File: src/rtl/twl_pkg.sv
`timescale 1ns / 1ps
// ----------------------------------------------------------------------------
// twl_pkg
// Shared types and constants for the two-wire handshake byte link.
// ----------------------------------------------------------------------------
package twl_pkg;

  // configuration field width and reset value of the wait limit
  localparam int CFG_TIMEOUT_W      = 24;
  localparam int TIMEOUT_RESET      = 100000;
  localparam int TIMEOUT_WIDTH_DFLT = 24;

  // stream payload widths
  localparam int S_TDATA_W = 16;
  localparam int S_TUSER_W = 2;
  localparam int M_TDATA_W = 16;

  // request kinds
  typedef enum logic [1:0] {
    REQ_TICK = 2'd0,
    REQ_SEND = 2'd1,
    REQ_RECV = 2'd2,
    REQ_NONE = 2'd3
  } req_t;

  // completion status
  typedef enum logic [1:0] {
    ST_OK     = 2'd0,
    ST_SND_TO = 2'd1,
    ST_RCV_TO = 2'd2,
    ST_RSVD   = 2'd3
  } status_t;

  // link phase
  typedef enum logic [3:0] {
    PH_IDLE     = 4'd0,
    PH_TX_ACK   = 4'd1,
    PH_TX_REL   = 4'd2,
    PH_RX_START = 4'd3,
    PH_RX_REL   = 4'd4
  } phase_t;

  // line drive codes, a 0 bit pulls that line low
  localparam logic [1:0] DRV_RELEASE = 2'b11;
  localparam logic [1:0] DRV_LINE1   = 2'b01;
  localparam logic [1:0] DRV_LINE0   = 2'b10;

  // one request as held in the input register
  typedef struct packed {
    logic [1:0] req_type;
    logic [7:0] tx_byte;
    logic [1:0] lines_in;
  } in_item_t;

  // one result item
  typedef struct packed {
    logic [1:0] lines_out;
    logic       busy_res;
    logic       done_res;
    logic [7:0] rx_byte;
    logic [1:0] status;
  } result_t;

endpackage

File: src/rtl/twl_in_stage.sv
`timescale 1ns / 1ps
// ----------------------------------------------------------------------------
// twl_in_stage
// Input register: captures one request and holds it until the core steps.
// ----------------------------------------------------------------------------
module twl_in_stage (
  input  logic               clk,
  input  logic               rst,
  input  logic               s_tvalid,
  output logic               s_tready,
  input  twl_pkg::in_item_t  s_item,
  input  logic               take,
  output logic               in_valid,
  output twl_pkg::in_item_t  in_item
);
  import twl_pkg::*;

  // ready when empty or when the held request moves on this cycle
  assign s_tready = !in_valid || take;

  // valid flag
  always_ff @(posedge clk) begin
    if (rst) begin
      in_valid <= 1'b0;
    end else if (s_tready) begin
      in_valid <= s_tvalid;
    end
  end

  // payload
  always_ff @(posedge clk) begin
    if (s_tvalid && s_tready) begin
      in_item <= s_item;
    end
  end

endmodule

File: src/rtl/twl_core.sv
`timescale 1ns / 1ps
// ----------------------------------------------------------------------------
// twl_core
// Link state machine: one step per request, bit send/receive with timeouts.
// ----------------------------------------------------------------------------
module twl_core #(
  parameter int TIMEOUT_WIDTH = twl_pkg::TIMEOUT_WIDTH_DFLT
) (
  input  logic                     clk,
  input  logic                     rst,
  input  logic                     step,
  input  twl_pkg::in_item_t        item,
  input  logic [TIMEOUT_WIDTH-1:0] timeout,
  output twl_pkg::result_t         result
);
  import twl_pkg::*;

  phase_t                   phase, phase_next;
  logic [2:0]               bit_index, bit_index_next;
  logic [7:0]               shift_reg, shift_reg_next;
  logic [TIMEOUT_WIDTH-1:0] wait_count, wait_count_next;
  logic [1:0]               line_drive, line_drive_next;
  logic                     bit_value, bit_value_next;

  logic [TIMEOUT_WIDTH-1:0] cnt_inc, cnt_sat;
  logic                     timed_out;
  logic [1:0]               tx_watch, rx_watch;
  logic                     tx_low, tx_high, rx_seen, rx_high, last_bit;
  logic                     rx_bit;

  // saturating wait counter and timeout compare
  assign cnt_inc   = wait_count + TIMEOUT_WIDTH'(1);
  assign cnt_sat   = (cnt_inc == '0) ? '1 : cnt_inc;
  assign timed_out = (cnt_sat >= timeout);

  // watched lines and line conditions
  assign tx_watch = bit_value ? DRV_LINE1 : DRV_LINE0;
  assign rx_watch = bit_value ? DRV_LINE0 : DRV_LINE1;
  assign tx_low   = ((item.lines_in & tx_watch) == 2'b00);
  assign tx_high  = !tx_low;
  assign rx_seen  = (item.lines_in != DRV_RELEASE);
  assign rx_high  = ((item.lines_in & rx_watch) != 2'b00);
  assign rx_bit   = (item.lines_in == DRV_LINE1);
  assign last_bit = &bit_index;

  // next phase
  always_comb begin
    phase_next = phase;
    unique case (phase)
      PH_IDLE: begin
        if (item.req_type == REQ_SEND) begin
          phase_next = PH_TX_ACK;
        end else if (item.req_type == REQ_RECV) begin
          phase_next = PH_RX_START;
        end
      end
      PH_TX_ACK: begin
        if (tx_low) begin
          phase_next = PH_TX_REL;
        end else if (timed_out) begin
          phase_next = PH_IDLE;
        end
      end
      PH_TX_REL: begin
        if (tx_high) begin
          phase_next = last_bit ? PH_IDLE : PH_TX_ACK;
        end else if (timed_out) begin
          phase_next = PH_IDLE;
        end
      end
      PH_RX_START: begin
        if (rx_seen) begin
          phase_next = PH_RX_REL;
        end else if (timed_out) begin
          phase_next = PH_IDLE;
        end
      end
      PH_RX_REL: begin
        if (rx_high) begin
          phase_next = last_bit ? PH_IDLE : PH_RX_START;
        end else if (timed_out) begin
          phase_next = PH_IDLE;
        end
      end
      default: phase_next = PH_IDLE;
    endcase
  end

  // datapath and result outputs
  always_comb begin
    bit_index_next  = bit_index;
    shift_reg_next  = shift_reg;
    wait_count_next = wait_count;
    line_drive_next = line_drive;
    bit_value_next  = bit_value;
    result.done_res = 1'b0;
    result.status   = ST_OK;
    result.rx_byte  = 8'h00;
    unique case (phase)
      PH_IDLE: begin
        if (item.req_type == REQ_SEND) begin
          shift_reg_next  = item.tx_byte;
          bit_index_next  = 3'd0;
          bit_value_next  = item.tx_byte[0];
          line_drive_next = item.tx_byte[0] ? DRV_LINE1 : DRV_LINE0;
          wait_count_next = '0;
        end else if (item.req_type == REQ_RECV) begin
          shift_reg_next  = 8'h00;
          bit_index_next  = 3'd0;
          wait_count_next = '0;
          line_drive_next = DRV_RELEASE;
        end
      end
      PH_TX_ACK: begin
        if (tx_low) begin
          line_drive_next = DRV_RELEASE;
          wait_count_next = '0;
        end else begin
          wait_count_next = cnt_sat;
          if (timed_out) begin
            line_drive_next = DRV_RELEASE;
            result.done_res = 1'b1;
            result.status   = ST_SND_TO;
          end
        end
      end
      PH_TX_REL: begin
        if (tx_high) begin
          if (last_bit) begin
            result.done_res = 1'b1;
          end else begin
            // shift out the next bit and drive it
            bit_index_next  = bit_index + 3'd1;
            shift_reg_next  = {1'b0, shift_reg[7:1]};
            bit_value_next  = shift_reg[1];
            line_drive_next = shift_reg[1] ? DRV_LINE1 : DRV_LINE0;
            wait_count_next = '0;
          end
        end else begin
          wait_count_next = cnt_sat;
          if (timed_out) begin
            line_drive_next = DRV_RELEASE;
            result.done_res = 1'b1;
            result.status   = ST_SND_TO;
          end
        end
      end
      PH_RX_START: begin
        if (rx_seen) begin
          // sample the bit and acknowledge on the other line
          bit_value_next  = rx_bit;
          shift_reg_next  = {rx_bit, shift_reg[7:1]};
          line_drive_next = rx_bit ? DRV_LINE0 : DRV_LINE1;
          wait_count_next = '0;
        end else begin
          wait_count_next = cnt_sat;
          if (timed_out) begin
            line_drive_next = DRV_RELEASE;
            result.done_res = 1'b1;
            result.status   = ST_RCV_TO;
          end
        end
      end
      PH_RX_REL: begin
        if (rx_high) begin
          line_drive_next = DRV_RELEASE;
          wait_count_next = '0;
          if (last_bit) begin
            result.done_res = 1'b1;
            result.rx_byte  = shift_reg;
          end else begin
            bit_index_next = bit_index + 3'd1;
          end
        end else begin
          wait_count_next = cnt_sat;
          if (timed_out) begin
            line_drive_next = DRV_RELEASE;
            result.done_res = 1'b1;
            result.status   = ST_RCV_TO;
          end
        end
      end
      default: begin
        line_drive_next = DRV_RELEASE;
        wait_count_next = '0;
      end
    endcase
    result.lines_out = line_drive_next;
    result.busy_res  = (phase_next != PH_IDLE);
  end

  // state registers, advance once per request
  always_ff @(posedge clk) begin
    if (rst) begin
      phase      <= PH_IDLE;
      bit_index  <= 3'd0;
      shift_reg  <= 8'h00;
      wait_count <= '0;
      line_drive <= DRV_RELEASE;
      bit_value  <= 1'b0;
    end else if (step) begin
      phase      <= phase_next;
      bit_index  <= bit_index_next;
      shift_reg  <= shift_reg_next;
      wait_count <= wait_count_next;
      line_drive <= line_drive_next;
      bit_value  <= bit_value_next;
    end
  end

endmodule

File: src/rtl/two_wire_handshake_byte_link.sv
`timescale 1ns / 1ps
// ----------------------------------------------------------------------------
// two_wire_handshake_byte_link
// Byte link over two open-drain wires with a per-bit handshake and timeouts.
// ----------------------------------------------------------------------------
// Each request is one tick of the link: it carries the sampled wire levels
// and optionally a command to start sending or receiving a byte (LSB first).
// Every request yields exactly one result with the new wire drive, busy,
// done, the received byte and a status. One request is taken per clock cycle
// in steady state while results are taken; a request is held in the input
// register, the link state machine steps once as it moves on, and its result
// is held in the result register. The result register lets a new request in
// while an earlier result still waits to be taken.
// The wait limit (timeout_ticks) is written through cfg_we/cfg_wdata and
// counts requests, not clock cycles; the user must write it only while
// the link is idle, which the block itself does not enforce.
module two_wire_handshake_byte_link #(
  parameter int TIMEOUT_WIDTH = twl_pkg::TIMEOUT_WIDTH_DFLT
) (
  input  logic                              clk,
  input  logic                              rst,
  input  logic                              cfg_we,
  input  logic [twl_pkg::CFG_TIMEOUT_W-1:0] cfg_wdata,
  input  logic                              s_tvalid,
  output logic                              s_tready,
  // tx_byte[7:0], lines_in[9:8], zero[15:10]
  input  logic [twl_pkg::S_TDATA_W-1:0]     s_tdata,
  // req_type[1:0]
  input  logic [twl_pkg::S_TUSER_W-1:0]     s_tuser,
  output logic                              m_tvalid,
  input  logic                              m_tready,
  // lines_out[1:0], busy_res[2], done_res[3], rx_byte[11:4], status[13:12],
  // zero[15:14]
  output logic [twl_pkg::M_TDATA_W-1:0]     m_tdata
);
  import twl_pkg::*;

  logic [TIMEOUT_WIDTH-1:0] timeout_ticks;
  in_item_t                 s_item, in_item;
  logic                     in_valid, advance;
  result_t                  core_res, out_res;

  // wait limit register
  always_ff @(posedge clk) begin
    if (rst) begin
      timeout_ticks <= TIMEOUT_WIDTH'(TIMEOUT_RESET);
    end else if (cfg_we) begin
      timeout_ticks <= TIMEOUT_WIDTH'(cfg_wdata);
    end
  end

  // unpack the request
  always_comb begin
    s_item.req_type = s_tuser;
    s_item.tx_byte  = s_tdata[7:0];
    s_item.lines_in = s_tdata[9:8];
  end

  // held request moves on when the result register is free
  assign advance = in_valid && (!m_tvalid || m_tready);

  twl_in_stage u_in_stage (
    .clk      (clk),
    .rst      (rst),
    .s_tvalid (s_tvalid),
    .s_tready (s_tready),
    .s_item   (s_item),
    .take     (advance),
    .in_valid (in_valid),
    .in_item  (in_item)
  );

  twl_core #(
    .TIMEOUT_WIDTH (TIMEOUT_WIDTH)
  ) u_core (
    .clk     (clk),
    .rst     (rst),
    .step    (advance),
    .item    (in_item),
    .timeout (timeout_ticks),
    .result  (core_res)
  );

  // result register valid
  always_ff @(posedge clk) begin
    if (rst) begin
      m_tvalid <= 1'b0;
    end else if (advance) begin
      m_tvalid <= 1'b1;
    end else if (m_tready) begin
      m_tvalid <= 1'b0;
    end
  end

  // result register payload
  always_ff @(posedge clk) begin
    if (advance) begin
      out_res <= core_res;
    end
  end

  // pack the result
  assign m_tdata = {2'b00, out_res.status, out_res.rx_byte, out_res.done_res,
                    out_res.busy_res, out_res.lines_out};

  // a finished transfer never reports busy
  assert property (@(posedge clk) disable iff (rst)
    m_tvalid && m_tdata[3] |-> !m_tdata[2])
    else $error("done reported while still busy");

  // an error status only comes with done
  assert property (@(posedge clk) disable iff (rst)
    m_tvalid && (m_tdata[13:12] != 2'd0) |-> m_tdata[3])
    else $error("status set without done");

  // a received byte only shows on a successful done
  assert property (@(posedge clk) disable iff (rst)
    m_tvalid && (m_tdata[11:4] != 8'h00) |-> m_tdata[3] && (m_tdata[13:12] == 2'd0))
    else $error("received byte outside a good done");

  // when idle both lines are released
  assert property (@(posedge clk) disable iff (rst)
    m_tvalid && !m_tdata[2] |-> (m_tdata[1:0] == 2'b11))
    else $error("lines driven while idle");

endmodule
File: config.mk
export PLATFORM = sky130hd
export DESIGN_NAME = two_wire_handshake_byte_link
export DESIGN_NICKNAME = d
export VERILOG_FILES = /design/src/rtl/twl_pkg.sv /design/src/rtl/twl_in_stage.sv /design/src/rtl/twl_core.sv /design/src/rtl/two_wire_handshake_byte_link.sv
export SDC_FILE = /design/constraint.sdc
export NUM_CORES = 1
export LEC_CHECK = 0
export ABC_AREA = 1
export BUFFER_PORTS_ARGS = -buffer_cell sky130_fd_sc_hd__clkbuf_2
export CORE_ASPECT_RATIO = 1.2
export CORE_MARGIN = 2
export CORE_UTILIZATION = 64
export CTS_CLUSTER_SIZE = 8
export DETAILED_ROUTE_END_ITERATION = 8
export GPL_TIMING_DRIVEN = 1
export PLACE_DENSITY = 0.95
export SLEW_MARGIN = 40
export SYNTH_ARGS = -nofsm -noshare
export SYNTH_HDL_FRONTEND = slang
export SYNTH_HIERARCHICAL = 1
export SYNTH_SLANG_ARGS = --single-unit
File: constraint.sdc
create_clock -name clk -period 10.2 [get_ports clk]
set_clock_uncertainty 0.2 [all_clocks]
set_input_delay 1.02 -clock clk [delete_from_list [all_inputs] [get_ports clk]]
set_output_delay 1.02 -clock clk [all_outputs]
set_load 0.05 [all_outputs]
---- After elaboration in Yosys (flattened, before gate mapping) ----
Cells that the tools add are included.
word-level totals
  register bits after elaboration ......... 94
  word-level logic and storage cells ...... 124
cells by class
  equality and inequality tests ........... 15
  multiplexer cells ....................... 67
  $lt $le $gt $ge ......................... 1
  bitwise operators ....................... 2
  add/sub/neg operators ................... 2
  reductions and logical operators ........ 20
operators with widths
  cell                                                  count
  2-to-1 mux 24 bit                                     8
  case mux 24 bit (5 select lines)                      1
  2-to-1 mux 8 bit                                      5
  2-to-1 mux 2 bit                                      19
  2-to-1 mux 4 bit                                      7
  adder 24 x 1 -> 24 bit (second input constant)        1
  >= comparator 24 bit                                  1
  logical NOT 24 bit                                    1
  case mux 8 bit (3 select lines)                       1
  case mux 4 bit (5 select lines)                       1
  2-to-1 mux 3 bit                                      5
  2-to-1 mux 1 bit                                      14
  AND reduction 6 bit                                   2
  case mux 2 bit (5 select lines)                       1
  AND reduction 5 bit                                   2
  2-to-1 mux 9 bit                                      1
  case mux 3 bit (3 select lines)                       1
  equality test 4 x 2 -> 1 bit (second input constant)  2
  case mux 2 bit (4 select lines)                       1
  != test 2 x 1 -> 1 bit (second input constant)        3
  != test 2 bit (second input constant)                 3
  AND reduction 3 bit                                   2
  nonzero test 3 bit                                    2
  AND 2 bit                                             2
  other kinds (16)                                      21

---- Logic depth before layout (Yosys ltp) ----
Gate-level depths: netlist of run 1.
  word-level depth ........................ 8
  depth in mapped cells ................... 31

---- By module ----
The synthesis of run 1 kept the hierarchy.
modules (own cells, without submodules)
  module                        cells an instance  area each (um^2)  times used
  twl_core                      646                3958.8            1
  two_wire_handshake_byte_link  127                1316.3            1
  twl_in_stage                  18                 407.9             1

---- Worst setup path after synthesis of run 1 ----
No wires, ideal clock.
  kind .................................... flip-flop to flip-flop
  from .................................... register u_core.wait_count[0]
  to ...................................... register out_res (netlist bit m_tdata[0]) (data pin)
  setup slack ............................. 6389 ps
  arrival time ............................ 3348 ps
  required time ........................... 9738 ps
  stages on the path, launching flop included .. 26
  clock period less this slack ............ 3811 ps
  setup time .............................. 262 ps
  path buffers ............................ 1
  path through ............................ dfxtp_1 > ha_1 > nand2_1 > nor2_4 > nand2_2 > nor2_2 > nand2_1 > nand2_1 > nand2_2 > nor2_2 > nand2_1 > nor2_4 > nand2_4 > buf_8 > nand2_4 > ha_1 > a21o_1 > nor2_1 > nand2_1 > a21oi_1 > nand2_1 > inv_1 > nand3_1 > nand2_1 > nand2_1 > or2_2
RTL lines
  what                    line                                RTL
  from (decl)             twl_core.sv:21                      logic [TIMEOUT_WIDTH-1:0] wait_count, wait_count_next;
  from (signal assigned)  twl_core.sv:205                     wait_count <= wait_count_next;
  to (signal assigned)    two_wire_handshake_byte_link.sv:98  out_res <= core_res;
  to (decl)               two_wire_handshake_byte_link.sv:41  result_t core_res, out_res;

==> results of run 1 <==
final timing paths:
| kind | startpoint | end | slack [ps] |
|---|---|---|---|
| hold reg to reg | timeout_ticks[16] | timeout_ticks[16] | 270 |
| hold / removal | timeout_ticks[16] | timeout_ticks[16] | 270 |
| setup reg to reg | u_core/wait_count[0] | m_tdata[0] | 5140 |
| setup / recovery | u_core/wait_count[0] | m_tdata[0] | 5140 |
worst max-delay path, delay by kind of cell, from the launching register on:
kind	cells	cell delay [ps]
adders and majority gates	2	670
and+or+nand+nor	22	2760
buffers and inverters	2	250
DFF	1	540
AOI/OAI and AO/OA	1	380
stage by stage:
stage,cells,worst slack (ps)
after floorplan,792,6390
after global placement,945,5440
after detailed placement,945,5370
after CTS,961,5290
after global routing,961,4880
final,961,5140
area by class of cell:
cell class                 count  area, µm²
sequential                    94       2140
clock buffer                   9        124
inverter                     109        409
timing repair buffer          59        303
multi-input combinational    566       3000
fill                         665       2410
tap                          117        146
clock inverter                 7       75.1
synth_stat cells, drive strengths merged, types with 4 or more instances:
master	n
nor3	4
xnor2	4
nand3	29
edfxtp	26
ha	29
o21ai	45
nand2	226
dfxtp	68
nand4	10
nor2	124
clkbuf	8
a21oi	59
inv	108
nand3b	7
buf	15
a31oi	9
power breakdown:
part | leakage, nW | internal, W | switching, W
Combinational | 1.86 | 0.0000351 | 0.0000843
Clock | 0.0985 | 0.0000970 | 0.000149
Sequential | 0.810 | 0.000404 | 0.0000109
cells by family after synthesis:
kind of cell	count (synthesis)	share of synthesized area, %
and+or+nand+nor	403	31.9
other	1	0.0660
DFF	94	37.7
xor gates and xnor gates	7	1.08
AOI/OAI and AO/OA	125	13.1
buffers and inverters	132	9.82
adders and majority gates	29	6.38
per-layer routing:
metal	part of all wire (%)	vias to the layer above	GRT usage, %	routed length [µm]
met5	0	-	0	0
met2	52	204	52.1	6860
met3	5.6	48	4.08	745
met4	3.8	0	15.5	501
li1	-	2622	-	-
met1	39	2421	29.4	5120
==> flow_summary.yaml, run 1 <==
yosys:
  ys_ff_latch: 94
  ys.flop_type: "dfxtp_1"
  yosysTopAreaCell: "dfxtp_1"
  ys_warn_count: 6
  synthTopCellsByArea: "dfxtp_1, edfxtp_1, nand2_1, nor2_1, inv_1"
  ys_seq_area_share_pct: 37.7
  netlist.area_leader.share_pct: 24.0
  ys_types: 42
  syn_inst: 791
  avgSynthCellArea_um2: 7.18
  netlist_area_mm2: 0.00568
  synth_edf_count: 26
  synthArstFlopShare_pct: 0
placed_design:
  portBuffers: 56
  place_area_mm2: 0.00600
  hpwl_mm: 9.71
  gp_congestion: 0.944
worst_setup_path:
  timing.critical_path.mode_cell: "nand2_1"
  crit_required_ps: 10120
  cp-start-kind: "flop"
  path_max_fanout: 24
  slowest_stage: "dfxtp_1"
  crit_path_end_kind: "flop"
  cpPeakStageDelay_ps: 540
  cp.arrival_ps: 4980
  crit_type: "flop to flop"
  worstRegToRegCells: 27
finish:
  final_common_cell: "nand2_1"
  layout_common_cells: "nand2_1, nor2_1, inv_1"
  syn_to_final_growth_pct: 9.11
  n_antenna_cell: 0
  fin_nets: 915
  utilization_pct: 72.0
  drive_above_1_share_pct: 16.9
  design_area_mm2: 0.00620
power:
  power_w: 0.000780
  powerDensity_mw_per_mm2: 126
  p_leak_nw: 2.76
  irDropWorstVdd_mv: 0.107
hold_path:
  whs_path_depth: 2
  hold_path_class: "flop to flop"
detailed_routing:
  num_vias: 5295
  routedWlPerCell_um: 13.8
  drt-initial-drc-count: 280
  detail-route-antenna-nets: 0
  drt_pass1_iterations: 5
  avgViaCountPerCell: 5.51
  routed_wl_mm: 13.2
  drcViolationCount: 0
clock_network:
  ctsHoldBuffers: 0
  cts_inserted_buffers: 9
  path_clk_slew_ps: 100
  worstSkewPairLatency_ps: 370
  post_cts_buffers: 0
  cts_max_level: 3
  cts_root_buffer: "clkbuf_8"
  clock-sinks: 94
  max-clock-path-buffers: 2
  cts_resized: 0
  cts_tree: "done"
grt:
  antenna_found_initial: 0
  overflow: 0
  grt_pass1_wl_mm: 21.7
  grt_pass1_vias: 5115
  grt_max_degree: 37
  grtUsageTotal_pct: 27.6
sta:
  rsz0062_at_grt: "no"
  finalSetupViolCount: 0
  max_slew.worst_pin.slew_ps: 644
  tns_ps: 0
  final.min_clock_period_ps: 5060
  fin_crit_sh_pct: 49.6
  relSlewSlack_pct: 57.1
  max_freq_ghz: 0.198
  drv_slew: 0
  fin_hold_ws_ps: 271
  timing.final.hold_violations: 0
floorplan:
  rows: 37
  pin_count: 65
  die_h_um: 107
  dieArea_mm2: 0.00965
  die_w_um: 90.0
  initial_core_util_pct: 66.0
  coreArea_mm2: 0.00861
run:
  maxCapViolations: 0
status:
  status: "finished clean"
Note: power is estimated with default switching activity, not from simulation.
==> run 2, diff against run 1 <==
--- a/config.mk
+++ b/config.mk
@@ -9,11 +9,11 @@
 export BUFFER_PORTS_ARGS = -buffer_cell sky130_fd_sc_hd__clkbuf_2
 export CORE_ASPECT_RATIO = 1.2
 export CORE_MARGIN = 2
-export CORE_UTILIZATION = 64
+export CORE_UTILIZATION = 53
 export CTS_CLUSTER_SIZE = 8
 export DETAILED_ROUTE_END_ITERATION = 8
 export GPL_TIMING_DRIVEN = 1
-export PLACE_DENSITY = 0.95
+export PLACE_DENSITY = 0.86
 export SLEW_MARGIN = 40
 export SYNTH_ARGS = -nofsm -noshare
 export SYNTH_HDL_FRONTEND = slang
==> constraint.sdc (replaced) <==
create_clock -name clk -period 4.2 [get_ports clk]
set_clock_uncertainty 0.2 [all_clocks]
set_input_delay 0.42 -clock clk [delete_from_list [all_inputs] [get_ports clk]]
set_output_delay 0.42 -clock clk [all_outputs]
set_load 0.05 [all_outputs]
==> flow_summary.yaml, run 2 (synthesis results as in run 1) <==
power:
  p_leak_nw: 2.90
  irDropWorstVdd_mv: 0.230
  powerDensity_mw_per_mm2: 328
sta:
  final.min_clock_period_ps: 3960
  setup_ws_ps: 241
  fin_hold_ws_ps: 47.4
  relSlewSlack_pct: 58.1
  max_freq_ghz: 0.253
  finalSetupViolCount: 0
  fin_crit_sh_pct: 94.3
  drv_slew: 0
  max_slew.worst_pin.slew_ps: 628
  timing.final.hold_violations: 0
grt:
  grt_pass1_vias: 4985
  overflow: 0
  grt_pass1_wl_mm: 22.0
  grtUsageTotal_pct: 23.1
  antenna_found_initial: 0
  grt_max_degree: 26
placed_design:
  gp_congestion: 0.966
  portBuffers: 56
  post-place-ws_ps: 105
  hpwl_mm: 9.75
worst_setup_path:
  crit_required_ps: 4090
  path_max_fanout: 14
  crit_path_end_kind: "flop"
  cp-start-kind: "flop"
  cp.arrival_ps: 3850
  crit_type: "flop to flop"
detailed_routing:
  detail-route-antenna-nets: 0
  drt_pass1_iterations: 5
  avgViaCountPerCell: 5.25
  drcViolationCount: 0
  routedWlPerCell_um: 13.3
  routed_wl_mm: 13.2
  drt-initial-drc-count: 283
  num_vias: 5212
clock_network:
  cts_max_level: 3
  clock-sinks: 94
  cts_inserted_buffers: 9
  cts_root_buffer: "clkbuf_16"
  path_clk_slew_ps: 70
  cts_tree: "done"
  max-clock-path-buffers: 2
  worstSkewPairLatency_ps: 340
run:
  maxCapViolations: 0
floorplan:
  die_h_um: 117
  coreArea_mm2: 0.0105
  rows: 41
  initial_core_util_pct: 54.3
  dieArea_mm2: 0.0116
  pin_count: 65
  die_w_um: 98.5
finish:
  final_common_cell: "nand2_1"
  syn_to_final_growth_pct: 14.3
  utilization_pct: 62.1
  n_antenna_cell: 0
  drive_above_1_share_pct: 19.4
  fin_nets: 934
  layout_common_cells: "nand2_1, nor2_1, inv_1"
hold_path:
  hold_path_class: "primary input to flop"
status:
  status: "finished clean"
## run 2: path summary, 6_finish.rpt
path | start | endpoint | slack (ps) | cells after the start
setup / recovery | u_core/wait_count[1] | m_tdata[0] | 240 | 23
hold / removal | s_tdata[6] | u_in_stage/in_item[8] | 50 | 1
hold reg to reg | timeout_ticks[10] | timeout_ticks[10] | 280 | 2
setup reg to reg | u_core/wait_count[1] | m_tdata[0] | 240 | 23
## run 2: metrics by stage
| step | std cells | setup TNS (ps) | power [W] | cell area, µm² |
|---|---|---|---|---|
| 6_report | 992 | 0 | 0.00213 | 6490 |
| 5_1_grt | 992 | -33.3 | 0.00222 | 6490 |
| 4_1_cts | 986 | 0 | 0.00214 | 6410 |
| 3_5_place_dp | 970 | 0 | 0.00131 | 6110 |
| 3_3_place_gp | 970 | 0 | 0.00130 | 6100 |
| 2_1_floorplan | 792 | 0 | 0.00123 | 5690 |
## run 2: critical path, cell delays in order (launching register included)
cell and delay (ps):
dfxtp_2 350, ha_1 170, nand2_1 110, nor2_4 210
nand3_1 170, o21ai_1 180, nand2_1 100, nor2_1 120
nand2_1 100, nor2_4 170, nand2_8 110, buf_4 180
nand2_4 60, ha_1 230, a21o_1 190, nor2_1 100
nand2_1 110, a21oi_4 200, nand2_2 110, inv_1 80
nand3_1 60, nand2_1 60, nand2_1 60, or2_2 290
## run 2: layout make-up
type	instances	area, µm²
fillers	938	3970
multi-input cells	566	3030
flip-flops and latches	94	2150
repair buffers	78	445
inverters	109	409
clock buffers	10	229
well taps	129	161
clock inverters	6	75.1
## run 2: where the power goes
part	switching, W	internal (W)
Clock	0.000363	0.000472
Combinational	0.000202	0.0000869
Sequential	0.0000260	0.000981
## run 2: what timing repair did
action                                 in CTS  in global routing
hold buffers                                0                  0
buffers inserted                            0                  6
gates resized for setup                     0                 10
endpoints found under the hold margin       0                  0
setup endpoints to repair                   0                 11
## run 2: layer usage
metal,up-vias,wire [µm],global-route usage [%]
li1,2662,-,-
met1,2361,5130,25.8
met2,153,7100,42.5
met3,36,547,3.58
met4,0,430,10.0
met5,-,0,0
==> run 3, diff against run 2 <==
--- a/config.mk
+++ b/config.mk
@@ -7,7 +7,7 @@
 export LEC_CHECK = 0
 export ABC_AREA = 1
 export BUFFER_PORTS_ARGS = -buffer_cell sky130_fd_sc_hd__clkbuf_2
-export CORE_ASPECT_RATIO = 1.2
+export CORE_ASPECT_RATIO = 1.1
 export CORE_MARGIN = 2
 export CORE_UTILIZATION = 53
 export CTS_CLUSTER_SIZE = 8
==> constraint.sdc (replaced) <==
create_clock -name clk -period 4.2 [get_ports clk]
set_clock_uncertainty 0.2 [all_clocks]
set_input_delay 0.42 -clock clk [delete_from_list [all_inputs] [get_ports clk]]
set_output_delay 0.42 -clock clk [all_outputs]
set_load 0.02 [all_outputs]
==> flow_summary.yaml, run 3 (synthesis results as in run 1) <==
sta:
  setup_ws_ps: 235
  max_freq_ghz: 0.252
  final.min_clock_period_ps: 3970
  relSlewSlack_pct: 56.3
  max_slew.worst_pin.slew_ps: 656
  fin_hold_ws_ps: 52.5
  timing.final.hold_violations: 0
  finalSetupViolCount: 0
  fin_crit_sh_pct: 94.4
  drv_slew: 0
  tns_ps: 0
finish:
  seqCellArea_mm2: 0.00215
  final_common_cell: "nand2_1"
  layout_common_cells: "nand2_1, nor2_1, inv_1"
  multi_input_area_mm2: 0.00303
  drive_above_1_share_pct: 19.7
  nFillCells: 821
  n_antenna_cell: 0
  syn_to_final_growth_pct: 14.9
  fin_nets: 934
worst_setup_path:
  crit_type: "flop to flop"
  timing.rr.end: "m_tdata[0]"
  r2r-start: "u_core/wait_count[0]"
  endpoint: "m_tdata[0]"
  cp-startpoint: "u_core/wait_count[0]"
  crit_path_end_kind: "flop"
  cp-start-kind: "flop"
  reg2reg_setup_slack_ps: 230
  cp.arrival_ps: 3850
  path_max_fanout: 16
  crit_required_ps: 4090
  worstRegToRegCells: 24
floorplan:
  initial_core_util_pct: 54.7
  die_h_um: 113
  rows: 39
  dieArea_mm2: 0.0116
  pin_count: 65
  coreArea_mm2: 0.0104
  die_w_um: 103
placed_design:
  portBuffers: 56
  hpwl_mm: 9.48
  gp_congestion: 0.932
  post-place-ws_ps: 53.9
detailed_routing:
  drcViolationCount: 0
  routedWlPerCell_um: 13.4
  avgViaCountPerCell: 5.27
  drt_pass1_iterations: 6
  drt-initial-drc-count: 618
  routed_wl_mm: 13.5
  num_vias: 5297
  detail-route-antenna-nets: 0
grt:
  grt_pass1_wl_mm: 21.9
  antenna_found_initial: 0
  grt_max_degree: 37
  overflow: 0
  grtUsageTotal_pct: 23.5
  grt_pass1_vias: 4807
status:
  status: "finished clean"
clock_network:
  path_clk_slew_ps: 70
  cts_max_level: 3
  clock-sinks: 94
  max-clock-path-buffers: 2
  worstSkewPairLatency_ps: 340
  cts_root_buffer: "clkbuf_16"
  cts_inserted_buffers: 9
  cts_tree: "done"
power:
  powerDensity_mw_per_mm2: 329
  irDropWorstVdd_mv: 0.263
  p_leak_nw: 2.91
run:
  maxCapViolations: 0
hold_path:
  hold_path_class: "primary input to flop"
==> run 3: cell types whose count changed in the layout (fill, tap and decap cells not counted), sizes merged <==
cell and change:
clkbuf -1, inv -3, clkinv +2, bufinv +1, clkinvlp +1
==> run 3: timing repair <==
item / CTS / global route
setup endpoints to repair: 0 / 8
gates resized for setup: 0 / 12
setup buffers: 0 / 10
hold buffers: 0 / 0
==> run 3: area by class of cell <==
type / count / area share (%)
Multi-Input combinational cell: 566 / 46.4
Sequential cell: 94 / 32.8
Timing Repair Buffer: 78 / 6.82
Inverter: 109 / 6.26
Clock buffer: 9 / 3.45
Tap cell: 143 / 2.74
Clock inverter: 7 / 1.47
==> run 3: how the worst min path moves through the flow <==
stage	start	end	slack, ps	cells past startpoint
final	s_tdata[1]	u_in_stage/in_item[3]	50	1
after global routing	s_tdata[1]	u_in_stage/in_item[3]	40	1
after CTS	s_tdata[7]	u_in_stage/in_item[9]	50	1
after detailed placement	timeout_ticks[10]	timeout_ticks[10]	250	2
after global placement	timeout_ticks[10]	timeout_ticks[10]	240	2
after floorplan	timeout_ticks[10]	timeout_ticks[10]	230	2
==> run 3: critical path, cell delays in order, from the launching register on <==
cell	delay, ps
dfxtp_2	370
buf_4	140
inv_2	30
nor2_2	180
nand2_2	150
nor2_4	180
nand2_1	60
nand2_1	50
nand2_1	80
nor2_1	120
nand2_1	100
nor2_4	170
nand2_8	120
buf_4	170
nand2_4	60
ha_1	240
a21o_1	180
nor2_1	120
nand2_1	80
a21oi_2	200
buf_4	150
nand4_1	90
nand2_1	80
nand3_1	100
or2_2	290
==> run 3: metrics by stage <==
step	power, W	cells	area (µm²)	util (%)
2_1_floorplan	0.00121	792	5690	-
6_report	0.00215	1006	6530	62.9
5_1_grt	0.00223	1006	6530	62.9
3_3_place_gp	0.00128	980	6090	58.6
4_1_cts	0.00215	996	6420	61.7
3_5_place_dp	0.00129	980	6090	58.6
==> run 3: layer usage <==
layer,share of wire [%],GRT usage [%]
met5,0,0
met4,1.3,7.28
met3,7.4,3.49
met2,46,36.9
met1,45,33.5
==> run 3: power breakdown <==
part | total (W) | switching [W] | internal, W
sequential | 0.00101 | 0.0000265 | 0.000981
clock | 0.000874 | 0.000351 | 0.000523
combinational | 0.000268 | 0.000181 | 0.0000870
